==> src/design/greedy_text_full_justifier_assert.svh <==
// Assertion macros for the justifier datapath.
`ifndef GREEDY_TEXT_FULL_JUSTIFIER_ASSERT_SVH
`define GREEDY_TEXT_FULL_JUSTIFIER_ASSERT_SVH
// Implication checked on every clock edge outside reset.
`define GTFJ_ASSERT(lbl, prop, msg) \
  lbl: assert property (@(posedge clk_i) disable iff (!rst_ni) prop) else $error(msg);
// Condition that must never be true outside reset.
`define GTFJ_NEVER(lbl, cond, msg) \
  lbl: assert property (@(posedge clk_i) disable iff (!rst_ni) !(cond)) else $error(msg);
`endif

==> src/design/gtfj_pkg.sv <==
// Package with shared types and constants of the text justifier.
package gtfj_pkg;
  localparam int DEF_MAX_WIDTH = 32;
  localparam int DEF_MAX_WORDS = 16;
  localparam int CFG_W = 6;
  localparam int CH_W = 8;
  localparam logic [CH_W-1:0] SPACE_CHAR = 8'h20;
  localparam logic [CFG_W-1:0] LW_RESET = 6'd16;

  typedef enum logic [2:0] {
    ST_IDLE,
    ST_CHECK,
    ST_COPY,
    ST_DIV,
    ST_EMIT
  } state_e;

  typedef struct packed {
    logic store_char;
    logic copy_step;
    logic take_word;
    logic div_init;
    logic div_step;
    logic emit_init;
    logic emit_step;
    logic last;
  } cmd_t;

  typedef struct packed {
    logic flush_need;
    logic copy_last;
    logic div_done;
    logic emit_last;
    logic out_free;
  } sts_t;
endpackage

==> src/design/gtfj_ctrl.sv <==
// Controller state machine of the text justifier.
module gtfj_ctrl import gtfj_pkg::*; (
  input  logic clk_i,
  input  logic rst_ni,
  input  logic in_valid_i,
  input  logic word_end_i,
  input  logic text_end_i,
  input  sts_t sts_i,
  output logic in_stall_o,
  output cmd_t cmd_o
);
  state_e state_q, state_d;
  logic tend_q, tend_d;
  logic last_q, last_d;

  always_ff @(posedge clk_i or negedge rst_ni) begin
    if (!rst_ni) begin
      state_q <= ST_IDLE;
      tend_q <= 1'b0;
      last_q <= 1'b0;
    end else begin
      state_q <= state_d;
      tend_q <= tend_d;
      last_q <= last_d;
    end
  end

  always_comb begin
    state_d = state_q;
    tend_d = tend_q;
    last_d = last_q;
    cmd_o = '0;
    cmd_o.last = last_q;
    in_stall_o = (state_q != ST_IDLE);
    unique case (state_q)
      ST_IDLE: begin
        if (in_valid_i) begin
          cmd_o.store_char = 1'b1;
          if (word_end_i || text_end_i) begin
            tend_d = text_end_i;
            state_d = ST_CHECK;
          end
        end
      end
      ST_CHECK: begin
        if (sts_i.flush_need) begin
          cmd_o.div_init = 1'b1;
          cmd_o.last = 1'b0;
          last_d = 1'b0;
          state_d = ST_DIV;
        end else begin
          state_d = ST_COPY;
        end
      end
      ST_COPY: begin
        cmd_o.copy_step = 1'b1;
        if (sts_i.copy_last) begin
          cmd_o.take_word = 1'b1;
          if (tend_q) begin
            cmd_o.div_init = 1'b1;
            cmd_o.last = 1'b1;
            last_d = 1'b1;
            state_d = ST_DIV;
          end else begin
            state_d = ST_IDLE;
          end
        end
      end
      ST_DIV: begin
        if (sts_i.div_done) begin
          cmd_o.emit_init = 1'b1;
          state_d = ST_EMIT;
        end else begin
          cmd_o.div_step = 1'b1;
        end
      end
      ST_EMIT: begin
        if (sts_i.out_free) begin
          cmd_o.emit_step = 1'b1;
          if (sts_i.emit_last) begin
            if (last_q) begin
              tend_d = 1'b0;
              last_d = 1'b0;
              state_d = ST_IDLE;
            end else begin
              state_d = ST_COPY;
            end
          end
        end
      end
      default: state_d = ST_IDLE;
    endcase
  end
endmodule

==> src/design/gtfj_dp.sv <==
// Datapath of the text justifier: word buffers, gap divider and line emitter.
module gtfj_dp import gtfj_pkg::*; #(
  parameter int MAX_WIDTH = DEF_MAX_WIDTH,
  parameter int MAX_WORDS = DEF_MAX_WORDS
) (
  input  logic            clk_i,
  input  logic            rst_ni,
  input  logic            cfg_we_i,
  input  logic [CFG_W-1:0] cfg_data_i,
  input  logic [CH_W-1:0] ch_i,
  input  cmd_t            cmd_i,
  output sts_t            sts_o,
  input  logic            out_stall_i,
  output logic            out_valid_o,
  output logic [CH_W-1:0] out_ch_o,
  output logic            line_end_o,
  output logic            text_done_o,
  output logic            overflow_o
);
  `include "greedy_text_full_justifier_assert.svh"

  localparam int WW = $clog2(MAX_WIDTH + 1);
  localparam int AW = $clog2(MAX_WIDTH);
  localparam int CW = $clog2(MAX_WORDS + 1);
  localparam int IW = (MAX_WORDS > 1) ? $clog2(MAX_WORDS) : 1;
  localparam int SW = WW + CW + 2;

  logic [CH_W-1:0] pw_q [MAX_WIDTH];
  logic [CH_W-1:0] lc_q [MAX_WIDTH];
  logic [WW-1:0]   wl_q [MAX_WORDS];

  logic [CFG_W-1:0] lw_q;
  logic [WW-1:0] plen_q, cidx_q, lett_q, base_q, rem_q;
  logic [WW-1:0] pos_q, krem_q, grem_q, src_q;
  logic [CW-1:0] cnt_q, wi_q;
  logic ptrunc_q, ovf_q, triv_q, last_q;
  logic ov_q;
  logic [CH_W-1:0] och_q;
  logic ole_q, otd_q, oov_q;

  logic [WW-1:0] w;
  logic [CW-1:0] gaps;
  logic [SW-1:0] need;
  logic out_free, gap_more;
  logic [CH_W-1:0] ech;
  logic [WW-1:0] gap_len;

  always_comb begin
    if (lw_q == '0) begin
      w = WW'(1);
    end else if (lw_q > CFG_W'(MAX_WIDTH)) begin
      w = WW'(MAX_WIDTH);
    end else begin
      w = WW'(lw_q);
    end
  end

  assign gaps = (cnt_q != '0) ? cnt_q - CW'(1) : '0;
  assign need = SW'(lett_q) + SW'(cnt_q) + SW'(plen_q);
  assign out_free = !ov_q || !out_stall_i;
  assign gap_more = (CW'(wi_q) + CW'(1)) < cnt_q;
  assign gap_len = base_q + ((WW'(wi_q) < rem_q) ? WW'(1) : WW'(0));
  assign ech = (krem_q != '0) ? lc_q[src_q[AW-1:0]] : SPACE_CHAR;

  always_comb begin
    sts_o.flush_need = (cnt_q != '0) &&
                       ((cnt_q >= CW'(MAX_WORDS)) || (need > SW'(w)));
    sts_o.copy_last = (cidx_q == plen_q - WW'(1));
    sts_o.div_done = triv_q || (rem_q < WW'(gaps));
    sts_o.emit_last = (pos_q == w - WW'(1));
    sts_o.out_free = out_free;
  end

  always_ff @(posedge clk_i) begin
    if (cmd_i.store_char && plen_q < w) begin
      pw_q[plen_q[AW-1:0]] <= ch_i;
    end
    if (cmd_i.copy_step && lett_q < WW'(MAX_WIDTH)) begin
      lc_q[lett_q[AW-1:0]] <= pw_q[cidx_q[AW-1:0]];
    end
    if (cmd_i.take_word) begin
      wl_q[cnt_q[IW-1:0]] <= plen_q;
    end
    if (cmd_i.emit_step) begin
      och_q <= ech;
      ole_q <= sts_o.emit_last;
      otd_q <= sts_o.emit_last && last_q;
      oov_q <= ovf_q;
    end
  end

  always_ff @(posedge clk_i or negedge rst_ni) begin
    if (!rst_ni) begin
      lw_q <= LW_RESET;
      plen_q <= '0;
      cidx_q <= '0;
      lett_q <= '0;
      cnt_q <= '0;
      ptrunc_q <= 1'b0;
      ovf_q <= 1'b0;
      base_q <= '0;
      rem_q <= '0;
      triv_q <= 1'b0;
      last_q <= 1'b0;
      pos_q <= '0;
      wi_q <= '0;
      krem_q <= '0;
      grem_q <= '0;
      src_q <= '0;
      ov_q <= 1'b0;
    end else begin
      if (cfg_we_i) begin
        lw_q <= cfg_data_i;
      end
      if (cmd_i.store_char) begin
        if (plen_q < w) begin
          plen_q <= plen_q + WW'(1);
        end else begin
          ptrunc_q <= 1'b1;
        end
      end
      if (cmd_i.copy_step) begin
        if (lett_q < WW'(MAX_WIDTH)) begin
          lett_q <= lett_q + WW'(1);
        end
        cidx_q <= cmd_i.take_word ? '0 : cidx_q + WW'(1);
      end
      if (cmd_i.take_word) begin
        cnt_q <= cnt_q + CW'(1);
        ovf_q <= ovf_q | ptrunc_q;
        plen_q <= '0;
        ptrunc_q <= 1'b0;
      end
      if (cmd_i.div_init) begin
        last_q <= cmd_i.last;
        if (cmd_i.last || gaps == '0 || (SW'(lett_q) + SW'(gaps)) > SW'(w)) begin
          triv_q <= 1'b1;
          base_q <= WW'(1);
          rem_q <= '0;
        end else begin
          triv_q <= 1'b0;
          base_q <= '0;
          rem_q <= w - lett_q;
        end
      end
      if (cmd_i.div_step) begin
        rem_q <= rem_q - WW'(gaps);
        base_q <= base_q + WW'(1);
      end
      if (cmd_i.emit_init) begin
        pos_q <= '0;
        wi_q <= '0;
        src_q <= '0;
        grem_q <= '0;
        krem_q <= (cnt_q != '0) ? wl_q[0] : '0;
      end
      if (out_free) begin
        ov_q <= cmd_i.emit_step;
      end
      if (cmd_i.emit_step) begin
        pos_q <= pos_q + WW'(1);
        if (krem_q != '0) begin
          src_q <= src_q + WW'(1);
          krem_q <= krem_q - WW'(1);
          if (krem_q == WW'(1) && gap_more) begin
            grem_q <= gap_len;
          end
        end else if (grem_q != '0) begin
          grem_q <= grem_q - WW'(1);
          if (grem_q == WW'(1)) begin
            wi_q <= wi_q + CW'(1);
            krem_q <= wl_q[IW'(wi_q + CW'(1))];
          end
        end
        if (sts_o.emit_last) begin
          cnt_q <= '0;
          lett_q <= '0;
          ovf_q <= 1'b0;
        end
      end
    end
  end

  assign out_valid_o = ov_q;
  assign out_ch_o = och_q;
  assign line_end_o = ole_q;
  assign text_done_o = otd_q;
  assign overflow_o = oov_q;

  `GTFJ_NEVER(a_cnt_max, cnt_q > CW'(MAX_WORDS), "word count above limit")
  `GTFJ_NEVER(a_lett_max, lett_q > WW'(MAX_WIDTH), "held letters above limit")
  `GTFJ_ASSERT(a_emit_valid, cmd_i.emit_step |=> ov_q, "emitted character not presented")
endmodule

==> src/design/greedy_text_full_justifier.sv <==
// Top level of the greedy full text justifier.
//  channel  | direction | signals
//  input    | in        | in_valid_i, in_stall_o, ch_i, word_end_i, text_end_i
//  output   | out       | out_valid_o, out_stall_i, out_ch_o, line_end_o, text_done_o, overflow_o
//  config   | in        | cfg_we_i, cfg_data_i
// A character that does not close a word is stored in the word buffer.
// A closing character starts a check, the copy of the word's letters into the line and,
// per emitted line of width w, the repeated-subtraction gap divider and the emitter.
// Reset empties the line and sets the width to 16; no clearing pass is needed.
// Output stalls hold the emitter; the input is stalled while any of this work runs.
module greedy_text_full_justifier import gtfj_pkg::*; #(
  parameter int MAX_WIDTH = DEF_MAX_WIDTH,
  parameter int MAX_WORDS = DEF_MAX_WORDS
) (
  input  logic             clk_i,
  input  logic             rst_ni,
  input  logic             cfg_we_i,
  input  logic [CFG_W-1:0] cfg_data_i,
  input  logic             in_valid_i,
  output logic             in_stall_o,
  input  logic [CH_W-1:0]  ch_i,
  input  logic             word_end_i,
  input  logic             text_end_i,
  output logic             out_valid_o,
  input  logic             out_stall_i,
  output logic [CH_W-1:0]  out_ch_o,
  output logic             line_end_o,
  output logic             text_done_o,
  output logic             overflow_o
);
  cmd_t cmd;
  sts_t sts;

  gtfj_ctrl u_ctrl (
    .clk_i(clk_i),
    .rst_ni(rst_ni),
    .in_valid_i(in_valid_i),
    .word_end_i(word_end_i),
    .text_end_i(text_end_i),
    .sts_i(sts),
    .in_stall_o(in_stall_o),
    .cmd_o(cmd)
  );

  gtfj_dp #(
    .MAX_WIDTH(MAX_WIDTH),
    .MAX_WORDS(MAX_WORDS)
  ) u_dp (
    .clk_i(clk_i),
    .rst_ni(rst_ni),
    .cfg_we_i(cfg_we_i),
    .cfg_data_i(cfg_data_i),
    .ch_i(ch_i),
    .cmd_i(cmd),
    .sts_o(sts),
    .out_stall_i(out_stall_i),
    .out_valid_o(out_valid_o),
    .out_ch_o(out_ch_o),
    .line_end_o(line_end_o),
    .text_done_o(text_done_o),
    .overflow_o(overflow_o)
  );
endmodule
==> config.mk <==
export PLATFORM = sky130hd
export DESIGN_NAME = greedy_text_full_justifier
export DESIGN_NICKNAME = d
export VERILOG_FILES = /design/src/design/gtfj_pkg.sv /design/src/design/gtfj_ctrl.sv /design/src/design/gtfj_dp.sv /design/src/design/greedy_text_full_justifier.sv
export VERILOG_INCLUDE_DIRS = /design/src /design/src/design
export SDC_FILE = /design/constraint.sdc
export NUM_CORES = 1
export LEC_CHECK = 0
export BUFFER_PORTS_ARGS = -buffer_cell sky130_fd_sc_hd__buf_2
export CAP_MARGIN = 20
export CORE_ASPECT_RATIO = 1.25
export CORE_MARGIN = 2
export CORE_UTILIZATION = 40
export CTS_BUF_LIST = sky130_fd_sc_hd__clkbuf_8
export CTS_CLUSTER_DIAMETER = 200
export DETAILED_ROUTE_END_ITERATION = 8
export SYNTH_ARGS = -nofsm -noshare
export SYNTH_HDL_FRONTEND = slang
export SYNTH_SLANG_ARGS = --single-unit
==> constraint.sdc <==
create_clock -name clk_i -period 8.7 [get_ports clk_i]
set_input_delay 1.74 -clock clk_i [delete_from_list [all_inputs] [get_ports clk_i]]
set_output_delay 1.74 -clock clk_i [all_outputs]
set_load 0.01 [all_outputs]
== Word-level counts from Yosys, hierarchy flattened ==
Memories as Yosys holds them, arrays and structs flattened. A register that Yosys moved wholly into a read port is not among the register bits.
Cells that the tools add are included.
Cells by class
  $add $sub $neg: 19
  magnitude comparators: 9
  equality and inequality tests: 16
  multiplexer cells: 90
  bitwise logic cells: 1
  reduce and logical (&&, ||, !) cells: 32
Operators with widths (count)
  $mux 6: 31
  $mux 5: 9
  $add 6x1->6 const B: 6
  $mux 1: 34
  $gt 13x6->1: 2
  $sub 6x1->6 const B: 4
  $mux 3: 6
  $pmux 3 s5: 1
  $add 6x5->7: 2
  $add 13x6->13: 1
  $eq 6x1->1 const B: 2
  $eq 6x6->1: 2
  $reduce_and 6->1: 2
  $reduce_bool 6->1: 2
  $add 5x1->5 const B: 2
  $mux 2: 5
  $ne 2x1->1 const B: 5
  $reduce_bool 2->1: 5
  $add 6x6->6: 1
  $eq 3x2->1 const B: 2
  $gt 6x6->1 const B: 1
  $logic_not 6->1: 1
  $logic_or 1x1->1: 6
  $lt 5x6->1: 1
  22 further kinds: 34
Word-level totals
  register bits after elaboration: 83
  bits in writable memories: 608
  logic and storage cells: 193
  memories: 3
Memories
  u_dp.lc_q: words 32, width 8, read ports 1, clocked after memory_dff 1, write ports 1, line gtfj_dp.sv:29  | logic [CH_W-1:0] lc_q [MAX_WIDTH];
  u_dp.pw_q: words 32, width 8, read ports 1, clocked after memory_dff 0, write ports 1, line gtfj_dp.sv:28  | logic [CH_W-1:0] pw_q [MAX_WIDTH];
  u_dp.wl_q: words 16, width 6, read ports 2, clocked after memory_dff 0, write ports 1, line gtfj_dp.sv:30  | logic [WW-1:0] wl_q [MAX_WORDS];

== Logic depth before layout (Yosys ltp) ==
Gate-level depths: netlist of run 1.
  word-level depth: 13
  gate-level depth with buffers: 21
  depth with buffers taken out: 19

== Cells and area by module ==
Synthesis of run 1 repeated with hierarchy kept, for this count alone.
Second synthesis, totals
  cells, all modules: 1720
  area total of the unflattened synthesis: 30277.8 um^2
Modules (own cells, without submodules)
  gtfj_dp: instances 1, cells an instance 1667, area an instance 29853.6 um^2
  gtfj_ctrl: instances 1, cells an instance 53, area an instance 424.2 um^2

== Least setup slack after synthesis of run 1 ==
Ideal clock, no wire load.
  path kind: register -> register
  from: register u_dp.lett_q[0]
  to: register u_dp.rem_q[2]
  data arrival time: 3.896 ns
  data required time: 8.634 ns
  slack: 4.738 ns
  stages on the path, launching flop included: 18
  buffers on the path: 0
  period minus slack after synthesis: 3.962 ns
  cells stage by stage: dfrtp_1 > ha_1 > fa_1 > a21o_1 > a21oi_1 > xnor2_1 > ha_1 > a21o_1 > nor2_1 > xnor2_1 > ha_1 > a21o_1 > mux2_2 > o31ai_1 > o211ai_1 > a22oi_2 > and2_1 > a221o_1
Between the ends
  longest elaborated chain between the ends: 12
Ends and longest elaborated chain
  start: declaration: line gtfj_dp.sv:33  | logic [WW-1:0] plen_q, cidx_q, lett_q, base_q, rem_q;
  start signal: assignment: line gtfj_dp.sv:124  | lett_q <= lett_q + WW'(1);
  $add 6x5->7: line gtfj_dp.sv:59  | assign need = SW'(lett_q) + SW'(cnt_q) + SW'(plen_q);
  $add 13x6->13: line gtfj_dp.sv:59
  $gt 13x6->1: line gtfj_dp.sv:67  | ((cnt_q >= CW'(MAX_WORDS)) || (need > SW'(w)));
  $logic_or 1x1->1: line gtfj_dp.sv:67
  $logic_and 1x1->1: line gtfj_dp.sv:66  | sts_o.flush_need = (cnt_q != '0) &&
  $mux 1
  $pmux 1 s2: line gtfj_ctrl.sv:35  | unique case (state_q)
  $logic_or 1x1->1 (2 in series): line gtfj_dp.sv:136  | if (cmd_i.last || gaps == '0 || (SW'(lett_q) + SW'(gaps)) > SW'(w)) begin
  $mux 6: line gtfj_dp.sv:136
  $mux 6: line gtfj_dp.sv:134  | if (cmd_i.div_init) begin
  $mux 6: line gtfj_dp.sv:146  | if (cmd_i.div_step) begin
  end signal: assignment: line gtfj_dp.sv:143  | rem_q <= w - lett_q;
  end signal: assignment: line gtfj_dp.sv:147  | rem_q <= rem_q - WW'(gaps);
  end: declaration: line gtfj_dp.sv:33
Several ways; a longest one is shown, not always the timed one. The select of a mux whose other input is x is not followed.
A chain may end at the register's enable or synchronous reset.

== Worst setup path after layout of run 1 ==
  from: register u_dp.cnt_q[0]
  to: register u_dp.rem_q[3]
Between the ends
  longest elaborated chain between the ends: 12
Ends and longest elaborated chain
  start: declaration: line gtfj_dp.sv:35  | logic [CW-1:0] cnt_q, wi_q;
  start signal: assignment: line gtfj_dp.sv:129  | cnt_q <= cnt_q + CW'(1);
  $add 6x5->7: line gtfj_dp.sv:59
  $add 13x6->13: line gtfj_dp.sv:59
  $gt 13x6->1: line gtfj_dp.sv:67
  $logic_or 1x1->1: line gtfj_dp.sv:67
  $logic_and 1x1->1: line gtfj_dp.sv:66
  $mux 1
  $pmux 1 s2: line gtfj_ctrl.sv:35
  $logic_or 1x1->1 (2 in series): line gtfj_dp.sv:136
  $mux 6: line gtfj_dp.sv:136
  $mux 6: line gtfj_dp.sv:134
  $mux 6: line gtfj_dp.sv:146
Several ways; a longest one is shown, not always the timed one. The select of a mux whose other input is x is not followed.

==> flow_metrics.py, run 1 <==
metrics = {
    "worst_hold_path": {
        "hold_end": "u_dp.pos_q[5]$_DFFE_PN0P_",
        "hold_path.class": "register to register",
        "hold-path-cell-count": 1,
        "min-delay-start": "u_dp.pos_q[5]$_DFFE_PN0P_",
    },
    "logic_synthesis": {
        "yosysTopAreaCell": "edfxtp_1",
        "yosys.area.top_type_share": 0.6162,
        "synthFlopType": "edfxtp_1",
        "avgSynthCellArea_sq_um": 17.34,
        "synth_nets": 1843,
        "synth_edf_count": 619,
        "synthCells": 1740,
        "ys_ff_latch": 698,
        "ys_types": 78,
        "synthArstFlopShare": 0.1132,
        "synth-seq-area-share": 0.6818,
        "synthTopCellsByArea": "edfxtp_1 (62%), mux4_2 (14%), dfrtp_1 (6.5%)",
        "synth_area_sq_mm": 0.03016,
        "yosysWarnings": 0,
    },
    "setup_path": {
        "end_kind": "register",
        "required_ns": 9.37,
        "reg2regPathDepth": 18,
        "r2r_end": "u_dp.rem_q[3]$_DFFE_PN0P_",
        "arrival_ns": 5.21,
        "start_kind": "register",
        "r2r_slack_ns": 4.16,
        "crit_fanout": 12,
        "r2r-start": "u_dp.cnt_q[0]$_DFF_PN0_",
        "path_class": "register to register",
    },
    "layout": {
        "syn_to_final_growth_pct": 10.54,
        "final_common_cell": "edfxtp_1",
        "final_nets": 1934,
        "stdcell_count": 2885,
        "fin_util": 0.4464,
        "drive_gt1_frac": 0.2219,
        "final_cell_mix": "edfxtp_1 (619), mux4_2 (187), nor2_1 (144)",
    },
    "placed_design": {
        "place_congestion": 0.8381,
        "port_buffers": 33,
        "dp_cells": 2690,
        "dp_hpwl_microns": 42390,
    },
    "run": {
        "cap_violations": 0,
    },
    "clocking": {
        "post_cts_buffers": 0,
        "path_clk_slew_ns": 0.06,
        "h-tree-depth": 3,
        "cts_root_buf": "clkbuf_8",
        "numCtsBuffers": 107,
        "cts.sinks": 698,
        "clkLatencyLatePin_ns": 0.74,
        "cts_resized": 0,
        "cts-hold-fix-buffers": 0,
        "cts_tree": "built",
        "clock_path_buffers": 3,
    },
    "grt": {
        "top_usage_layer": "met2",
        "track_usage": 0.1713,
        "grt_pass1_wl_microns": 100900,
        "antenna_found_initial": 1,
        "grt_overflow": 0,
        "grt_max_degree": 69,
        "grt_pass1_vias": 16570,
        "grt_use_met1": 0.2171,
        "grt_use_met2": 0.2995,
        "use_met3": 0.02694,
    },
    "routing": {
        "drtAntennaViolNets": 0,
        "dr.pass1.iters": 5,
        "drt_iter0_drc": 1132,
        "drt-total-wl_microns": 65540,
        "drcViolationCount": 0,
        "vias_per_cell": 5.458,
        "routed-via-count": 15750,
        "wire_per_inst_microns": 22.72,
    },
    "die": {
        "die_area_sq_mm": 0.07764,
        "initial_core_util": 0.4038,
        "die_w_microns": 249.6,
        "fp.coreArea_sq_mm": 0.07469,
        "fp-row-count": 112,
        "ios": 34,
        "chipHeight_microns": 311.0,
    },
    "power": {
        "p_leak_nw": 11.24,
        "ir_drop_v": 0.0001811,
        "total_power_mw": 10.44,
        "powerDensity_mw_per_mm2": 313.2,
    },
    "timing": {
        "post-route-period-util": 0.5215,
        "timing.final.max_slew_violations": 0,
        "tns_ns": 0,
        "hold_viol_final": 0,
        "relSlewSlack": 0.2100,
        "holdWs_ns": 0.5168,
        "fin_crit_ns": 4.537,
        "finalSetupViolations": 0,
        "skew_ns": 0.04478,
        "tightestPinTransition_ns": 1.185,
        "rsz0062_at_grt": "false",
        "fmax_ghz": 0.2204,
    },
    "run_status": {
        "outcome": "complete, no violations",
    },
}
## per-stage QoR
| stage | instance area, sq um | setup WS, ns |
|---|---|---|
| after floorplan | 30160 | 4.738 |
| after global placement | 31390 | 4.238 |
| after detailed placement | 31400 | 4.165 |
| after CTS | 33340 | 4.162 |
| after global routing | 33340 | 3.767 |
| final | 33340 | 4.163 |
## layout make-up
cell class | instances | area [sq um]
Multi-Input combinational cell | 918 | 9080
Antenna cell | 1 | 2.502
Sequential cell | 698 | 20580
Fill cell | 6498 | 41350
Tap cell | 969 | 1212
Inverter | 48 | 180.2
Timing Repair Buffer | 58 | 356.6
Clock inverter | 83 | 422.9
Clock buffer | 110 | 1514
## cell usage after synthesis, drive strengths merged, types with 4 or more instances
cell type  count
o21ai         47
clkbuf        36
nor2b          7
nand4         12
a21boi         4
nand3b         5
a21o          11
mux4         187
inv           45
xnor2         26
o22ai          7
a31o           4
nand2         96
a211o          4
nand3         42
xor2          27
nor2         147
edfxtp       619
a21oi         45
nand2b         7
ha            77
fa             5
and3          13
o221ai         6
buf           40
mux2i         16
or3            7
a221o          5
a211oi         5
dfrtp         78
mux2          19
a31oi          4
nor3          29
## registers in the layout (all words and copies together), names as in the netlist, 8 cells and up
register       flops
u_dp.pw_q        256
u_dp.wl_q         96
u_dp.out_ch_o      8
u_dp.lc_q        256
## worst max-delay path, cell delays in order, from the launching register on
cell and delay [ns]:
dfrtp_1 0.52, ha_1 0.30, fa_1 0.45, a21o_1 0.20
a21oi_1 0.19, xnor2_1 0.11, ha_1 0.32, nand2_1 0.05
a21oi_1 0.18, nor2_1 0.08, xnor2_1 0.13, ha_1 0.31
a21o_1 0.17, mux2_2 0.26, o31ai_1 0.07, o211ai_1 0.22
a22oi_2 0.50, and2_1 0.25, a221o_1 0.15
## power breakdown
| group | internal (mW) | switching (mW) |
|---|---|---|
| logic | 1.52 | 1.93 |
| registers | 4.15 | 0.366 |
| clock network | 1.21 | 1.27 |
| total | 6.88 | 3.56 |
## cell families (layout without fill, tap and decap cells)
group,Yosys count,count (layout),synth area share
flops,698,698,0.6818
simple gates,392,392,0.06156
mux,222,222,0.1520
compound gates,169,169,0.03659
buf+inv,124,299,0.01738
fa+ha+maj,82,82,0.03526
xor+xnor,53,53,0.01539
other cells,0,1,0
## layer usage
layer,vias up,share of wire
li1,7083,-
met1,8187,0.41
met2,371,0.52
met3,105,0.043
met4,0,0.023
met5,-,0
## worst max path at each step
stage	to	cells past startpoint	startpoint	slack, ns
finish	u_dp.rem_q[3]$_DFFE_PN0P_	18	u_dp.cnt_q[0]$_DFF_PN0_	4.16
global route	u_dp.rem_q[2]$_DFFE_PN0P_	18	u_dp.cnt_q[0]$_DFF_PN0_	3.77
CTS	u_dp.rem_q[3]$_DFFE_PN0P_	18	u_dp.cnt_q[0]$_DFF_PN0_	4.16
detailed placement	u_dp.rem_q[2]$_DFFE_PN0P_	18	u_dp.cnt_q[0]$_DFF_PN0_	4.17
global placement	u_dp.rem_q[3]$_DFFE_PN0P_	18	u_dp.cnt_q[0]$_DFF_PN0_	4.24
floorplan	u_dp.rem_q[2]$_DFFE_PN0P_	17	u_dp.lett_q[0]$_DFF_PN0_	4.74
Power figures use the tool's default switching activity.
==> run 2: changes to the inputs <==
Clock period 8.7 ns to 4.4 ns, I/O delays scaled along.
==> flow_metrics.py, run 2 (synthesis gave the netlist of run 1 again) <==
metrics = {
    "clocking": {
        "cts_resized": 0,
        "cts.sinks": 698,
        "clock_path_buffers": 3,
        "cts_root_buf": "clkbuf_8",
        "clkLatencyLatePin_ns": 0.74,
        "post_cts_buffers": 0,
        "path_clk_slew_ns": 0.07,
        "cts_tree": "built",
        "cts-hold-fix-buffers": 0,
        "numCtsBuffers": 106,
        "h-tree-depth": 3,
    },
    "power": {
        "p_leak_nw": 11.58,
        "total_power_mw": 21.07,
        "powerDensity_mw_per_mm2": 622.1,
        "ir_drop_v": 0.0003023,
    },
    "timing": {
        "relSlewSlack": 0.3010,
        "hold_viol_final": 0,
        "skew_ns": 0.03345,
        "finalSetupViolations": 0,
        "fmax_ghz": 0.2429,
        "rsz0062_at_grt": "false",
        "holdWs_ns": 0.2764,
        "fin_crit_ns": 4.116,
        "tightestPinTransition_ns": 1.048,
        "timing.final.max_slew_violations": 0,
        "post-route-period-util": 0.9355,
        "tns_ns": 0,
        "worst_slack_ns": 0.2836,
    },
    "layout": {
        "fillers": 6372,
        "fin_util": 0.4533,
        "final_common_cell": "edfxtp_1",
        "stdcell_count": 2937,
        "final_nets": 1989,
        "drive_gt1_frac": 0.2433,
        "final_cell_mix": "edfxtp_1 (619), mux4_2 (187), nor2_1 (144)",
        "syn_to_final_growth_pct": 12.26,
        "final_cell_area_sq_mm": 0.03386,
    },
    "routing": {
        "wire_per_inst_microns": 22.84,
        "routed-via-count": 16110,
        "drcViolationCount": 0,
        "drtAntennaViolNets": 0,
        "dr.pass1.iters": 6,
        "drt-total-wl_microns": 67090,
        "vias_per_cell": 5.487,
        "drt_iter0_drc": 1407,
    },
    "die": {
        "fp.coreArea_sq_mm": 0.07469,
        "fp-row-count": 112,
        "chipHeight_microns": 311.0,
        "die_w_microns": 249.6,
        "die_area_sq_mm": 0.07764,
        "initial_core_util": 0.4038,
        "ios": 34,
    },
    "placed_design": {
        "dpl_cell_area_sq_mm": 0.03186,
        "dp_cells": 2747,
        "place_congestion": 0.8212,
        "dpl_worst_slack_ns": 0.2343,
        "port_buffers": 33,
        "dp_hpwl_microns": 44300,
    },
    "grt": {
        "grt_pass1_wl_microns": 104400,
        "track_usage": 0.1764,
        "grt_pass1_vias": 17080,
        "grt_max_degree": 70,
        "antenna_found_initial": 1,
        "grt_overflow": 0,
    },
    "setup_path": {
        "crit_fanout": 6,
        "end_kind": "register",
        "required_ns": 5.03,
        "arrival_ns": 4.75,
        "path_class": "register to register",
        "start_kind": "register",
    },
    "run_status": {
        "outcome": "complete, no violations",
    },
    "worst_hold_path": {
        "hold_path.class": "input pin to asynchronous set/reset pin",
    },
    "run": {
        "cap_violations": 0,
    },
}
-- run 2: routing by layer --
layer / track usage / share of wire / wire length (microns) / up-vias
met1: 0.2271 / 0.42 / 28140 / 8454
met4: 0.06298 / 0.025 / 1664 / 0
met5: 0 / 0 / 0 / -
met3: 0.02794 / 0.043 / 2853 / 105
li1: - / - / - / 7199
met2: 0.3033 / 0.51 / 34430 / 356
-- run 2: report_power, final --
group / switching [mW] / internal (mW)
registers: 0.561 / 8.20
logic: 4.12 / 3.15
clock network: 2.50 / 2.54
-- run 2: layout make-up --
class,instances,area (sq um),share of cell area
Sequential cell,698,20580,0.6077
Clock buffer,116,1597,0.04715
Tap cell,969,1212,0.03581
Timing Repair Buffer,114,813.3,0.02402
Inverter,48,180.2,0.005321
Antenna cell,3,7.507,0.0002217
Multi-Input combinational cell,918,9085,0.2683
Clock inverter,71,390.4,0.01153
-- run 2: worst paths after layout --
kind	from	to	slack (ns)	cells past startpoint
worst max-delay path	u_dp.cnt_q[0]$_DFF_PN0_	u_dp.base_q[2]$_DFFE_PN0P_	0.28	18
worst min-delay path	rst_ni	u_dp.grem_q[1]$_DFF_PN0_	0.28	1
worst min register to register	u_dp.pos_q[5]$_DFFE_PN0P_	u_dp.pos_q[5]$_DFFE_PN0P_	0.48	1
min in group clk_i	cfg_data_i[5]	u_dp.lw_q[5]$_DFFE_PN0P_	0.37	3
worst max register to register	u_dp.cnt_q[0]$_DFF_PN0_	u_dp.base_q[2]$_DFFE_PN0P_	0.28	18
max in group asynchronous	rst_ni	u_dp.base_q[2]$_DFFE_PN0P_	3.34	2
-- run 2: worst max-delay path, stage by stage, from the launching register on --
cell	delay [ns]
dfrtp_1	0.37
ha_1	0.23
fa_1	0.45
a21o_1	0.21
a21oi_1	0.17
xnor2_1	0.17
ha_1	0.30
a21o_1	0.18
nor2_1	0.11
xnor2_1	0.14
ha_1	0.26
a21o_1	0.17
mux2_2	0.27
o31ai_1	0.07
o211ai_1	0.19
a22oi_2	0.36
buf_4	0.20
nand3_1	0.07
o21ai_0	0.09
==> run 3: changes to the inputs <==
Settings changed: CTS_BUF_LIST sky130_fd_sc_hd__clkbuf_8 to sky130_fd_sc_hd__clkbuf_2 sky130_fd_sc_hd__clkbuf_4 sky130_fd_sc_hd__clkbuf_8, MAX_ROUTING_LAYER from default to met4.
==> flow_metrics.py, run 3 (synthesis gave the netlist of run 1 again) <==
metrics = {
    "grt": {
        "grt_pass1_wl_microns": 103900,
        "grt_overflow": 0,
        "grt_pass1_vias": 16840,
        "grt_max_degree": 63,
        "antenna_found_initial": 1,
        "track_usage": 0.1806,
    },
    "timing": {
        "timing.final.max_slew_violations": 0,
        "hold_viol_final": 0,
        "fin_crit_ns": 4.155,
        "relSlewSlack": 0.3098,
        "holdWs_ns": 0.2637,
        "finalSetupViolations": 0,
        "post-route-period-util": 0.9443,
        "fmax_ghz": 0.2407,
        "rsz0062_at_grt": "true",
        "skew_ns": 0.04049,
        "tightestPinTransition_ns": 1.035,
    },
    "run_status": {
        "outcome": "complete, no violations",
    },
    "setup_path": {
        "r2r_end": "u_dp.base_q[2]$_DFFE_PN0P_",
        "arrival_ns": 4.78,
        "cp_num_buf_inv": 1,
        "end_kind": "register",
        "required_ns": 5.02,
        "reg2regPathDepth": 18,
        "cp_cell_sequence": "ha_1 > fa_1 > a21o_1 > a21oi_1 > xnor2_1 > ha_1 > a21o_1 > nor2_1 > xnor2_1 > ha_1 > a21o_1 > mux2_2 > o31ai_1 > o211ai_1 > a22oi_2 > buf_4 > nand3_1 > o21ai_0",
        "r2r-start": "u_dp.cnt_q[0]$_DFF_PN0_",
        "start_kind": "register",
        "critPathSlowestCell": "fa_1",
        "crit_fanout": 6,
        "r2r_slack_ns": 0.25,
        "path_class": "register to register",
        "crit_family": "compound AO/OA/AOI/OAI gates",
        "slowest_delay_ns": 0.46,
    },
    "power": {
        "swShare": 0.3376,
        "power_switching_mw": 7.190,
        "pwr-share-seq": 0.415,
        "powerDensity_mw_per_mm2": 627.6,
        "ir_drop_v": 0.0003406,
        "p_int_mw": 14.11,
        "clock_power_share": 0.247,
        "p_leak_nw": 11.51,
        "total_power_mw": 21.30,
        "p_comb_frac": 0.339,
    },
    "die": {
        "chipHeight_microns": 311.0,
        "fp.coreArea_sq_mm": 0.07469,
        "initial_core_util": 0.4038,
        "die_w_microns": 249.6,
        "die_area_sq_mm": 0.07764,
        "fp-row-count": 112,
        "ios": 34,
    },
    "placed_design": {
        "dpl_cell_area_sq_mm": 0.03186,
        "dp_hpwl_microns": 43970,
        "place_congestion": 0.8446,
        "port_buffers": 33,
    },
    "layout": {
        "syn_to_final_growth_pct": 12.52,
        "fin_util": 0.4544,
        "final_common_cell": "edfxtp_1",
        "final_cell_mix": "edfxtp_1 (619), mux4_2 (187), nor2_1 (144)",
        "final_nets": 1989,
        "drive_gt1_frac": 0.2574,
        "final_cell_area_sq_mm": 0.03394,
        "fillers": 6378,
    },
    "routing": {
        "drt_iter0_drc": 1133,
        "routed-via-count": 16070,
        "dr.pass1.iters": 5,
        "wire_per_inst_microns": 22.74,
        "drt-total-wl_microns": 66850,
        "drtAntennaViolNets": 0,
        "drcViolationCount": 0,
        "vias_per_cell": 5.465,
    },
    "clocking": {
        "cts_tree": "built",
        "path_clk_slew_ns": 0.07,
        "h-tree-depth": 3,
        "cts-hold-fix-buffers": 0,
        "numCtsBuffers": 105,
        "cts.sinks": 698,
        "clock_path_buffers": 3,
        "cts_root_buf": "clkbuf_8",
        "clkLatencyLatePin_ns": 0.73,
    },
    "worst_hold_path": {
        "hold_path.class": "input pin to asynchronous set/reset pin",
    },
    "run": {
        "cap_violations": 0,
    },
}
## run 3: cell types whose count changed in the layout (fill, tap and decap cells not counted), moves of 2 or more
cell       change
bufinv_16      +2
inv_1         -41
clkbuf_8      -10
clkinv_1      +18
diode_2        -2
clkinv_2       +5
clkbuf_4      +32
## run 3: final cells by class
class                   count  area [sq um]  share of cell area
diodes                      1         2.502          0.00007373
clock buffers             138          1699             0.05006
clock inverters            53         362.8             0.01069
inverters                  48         180.2            0.005309
multi-input cells         918          9089              0.2678
flip-flops and latches    698         20580              0.6062
well taps                 969          1212             0.03572
repair buffers            115         818.3             0.02411
## run 3: worst max-delay path by stage
| stage | start | to | slack [ns] | cells past startpoint |
|---|---|---|---|---|
| floorplan | u_dp.lett_q[0]$_DFF_PN0_ | u_dp.rem_q[2]$_DFFE_PN0P_ | 0.44 | 17 |
| global placement | u_dp.cnt_q[0]$_DFF_PN0_ | u_dp.rem_q[3]$_DFFE_PN0P_ | 0.33 | 17 |
| detailed placement | u_dp.cnt_q[1]$_DFF_PN0_ | u_dp.rem_q[1]$_DFFE_PN0P_ | 0.27 | 19 |
| CTS | u_dp.cnt_q[0]$_DFF_PN0_ | u_dp.base_q[2]$_DFFE_PN0P_ | 0.26 | 18 |
| global route | u_dp.cnt_q[0]$_DFF_PN0_ | u_dp.base_q[3]$_DFFE_PN0P_ | -0.01 | 18 |
| finish | u_dp.cnt_q[0]$_DFF_PN0_ | u_dp.base_q[2]$_DFFE_PN0P_ | 0.25 | 18 |
## run 3: timing repair
action                                 CTS  global route
setup endpoints to repair                0             9
endpoints found under the hold margin    0             0
gates resized for setup                  0             3
setup buffers                            0             0
## run 3: per-layer routing
metal | up-vias | wire length, microns | track usage | share of wire
met2 | 358 | 34150 | 0.3012 | 0.51
met5 | - | 0 | - | 0
met4 | 0 | 1646 | 0.05682 | 0.025
met3 | 114 | 2546 | 0.02635 | 0.038
li1 | 7195 | - | - | -
met1 | 8399 | 28500 | 0.2288 | 0.43
## run 3: power by group through the flow
stage          Sequential, mW  Clock (mW)  Combinational (mW)
2_1_floorplan            8.60           0                5.30
3_3_place_gp             8.96           0                7.13
3_5_place_dp             8.97           0                7.27
4_1_cts                  8.84        5.39                7.30
5_1_grt                  8.92        5.65                7.98
6_report                 8.83        5.25                7.21
## run 3: stage by stage
step | setup slack [ns] | instances | setup TNS (ns)
2_1_floorplan | 0.4383 | 1740 | 0
3_3_place_gp | 0.3337 | 2747 | 0
3_5_place_dp | 0.2723 | 2747 | 0
4_1_cts | 0.2596 | 2938 | 0
5_1_grt | -0.01195 | 2940 | -0.01195
6_report | 0.2451 | 2940 | 0
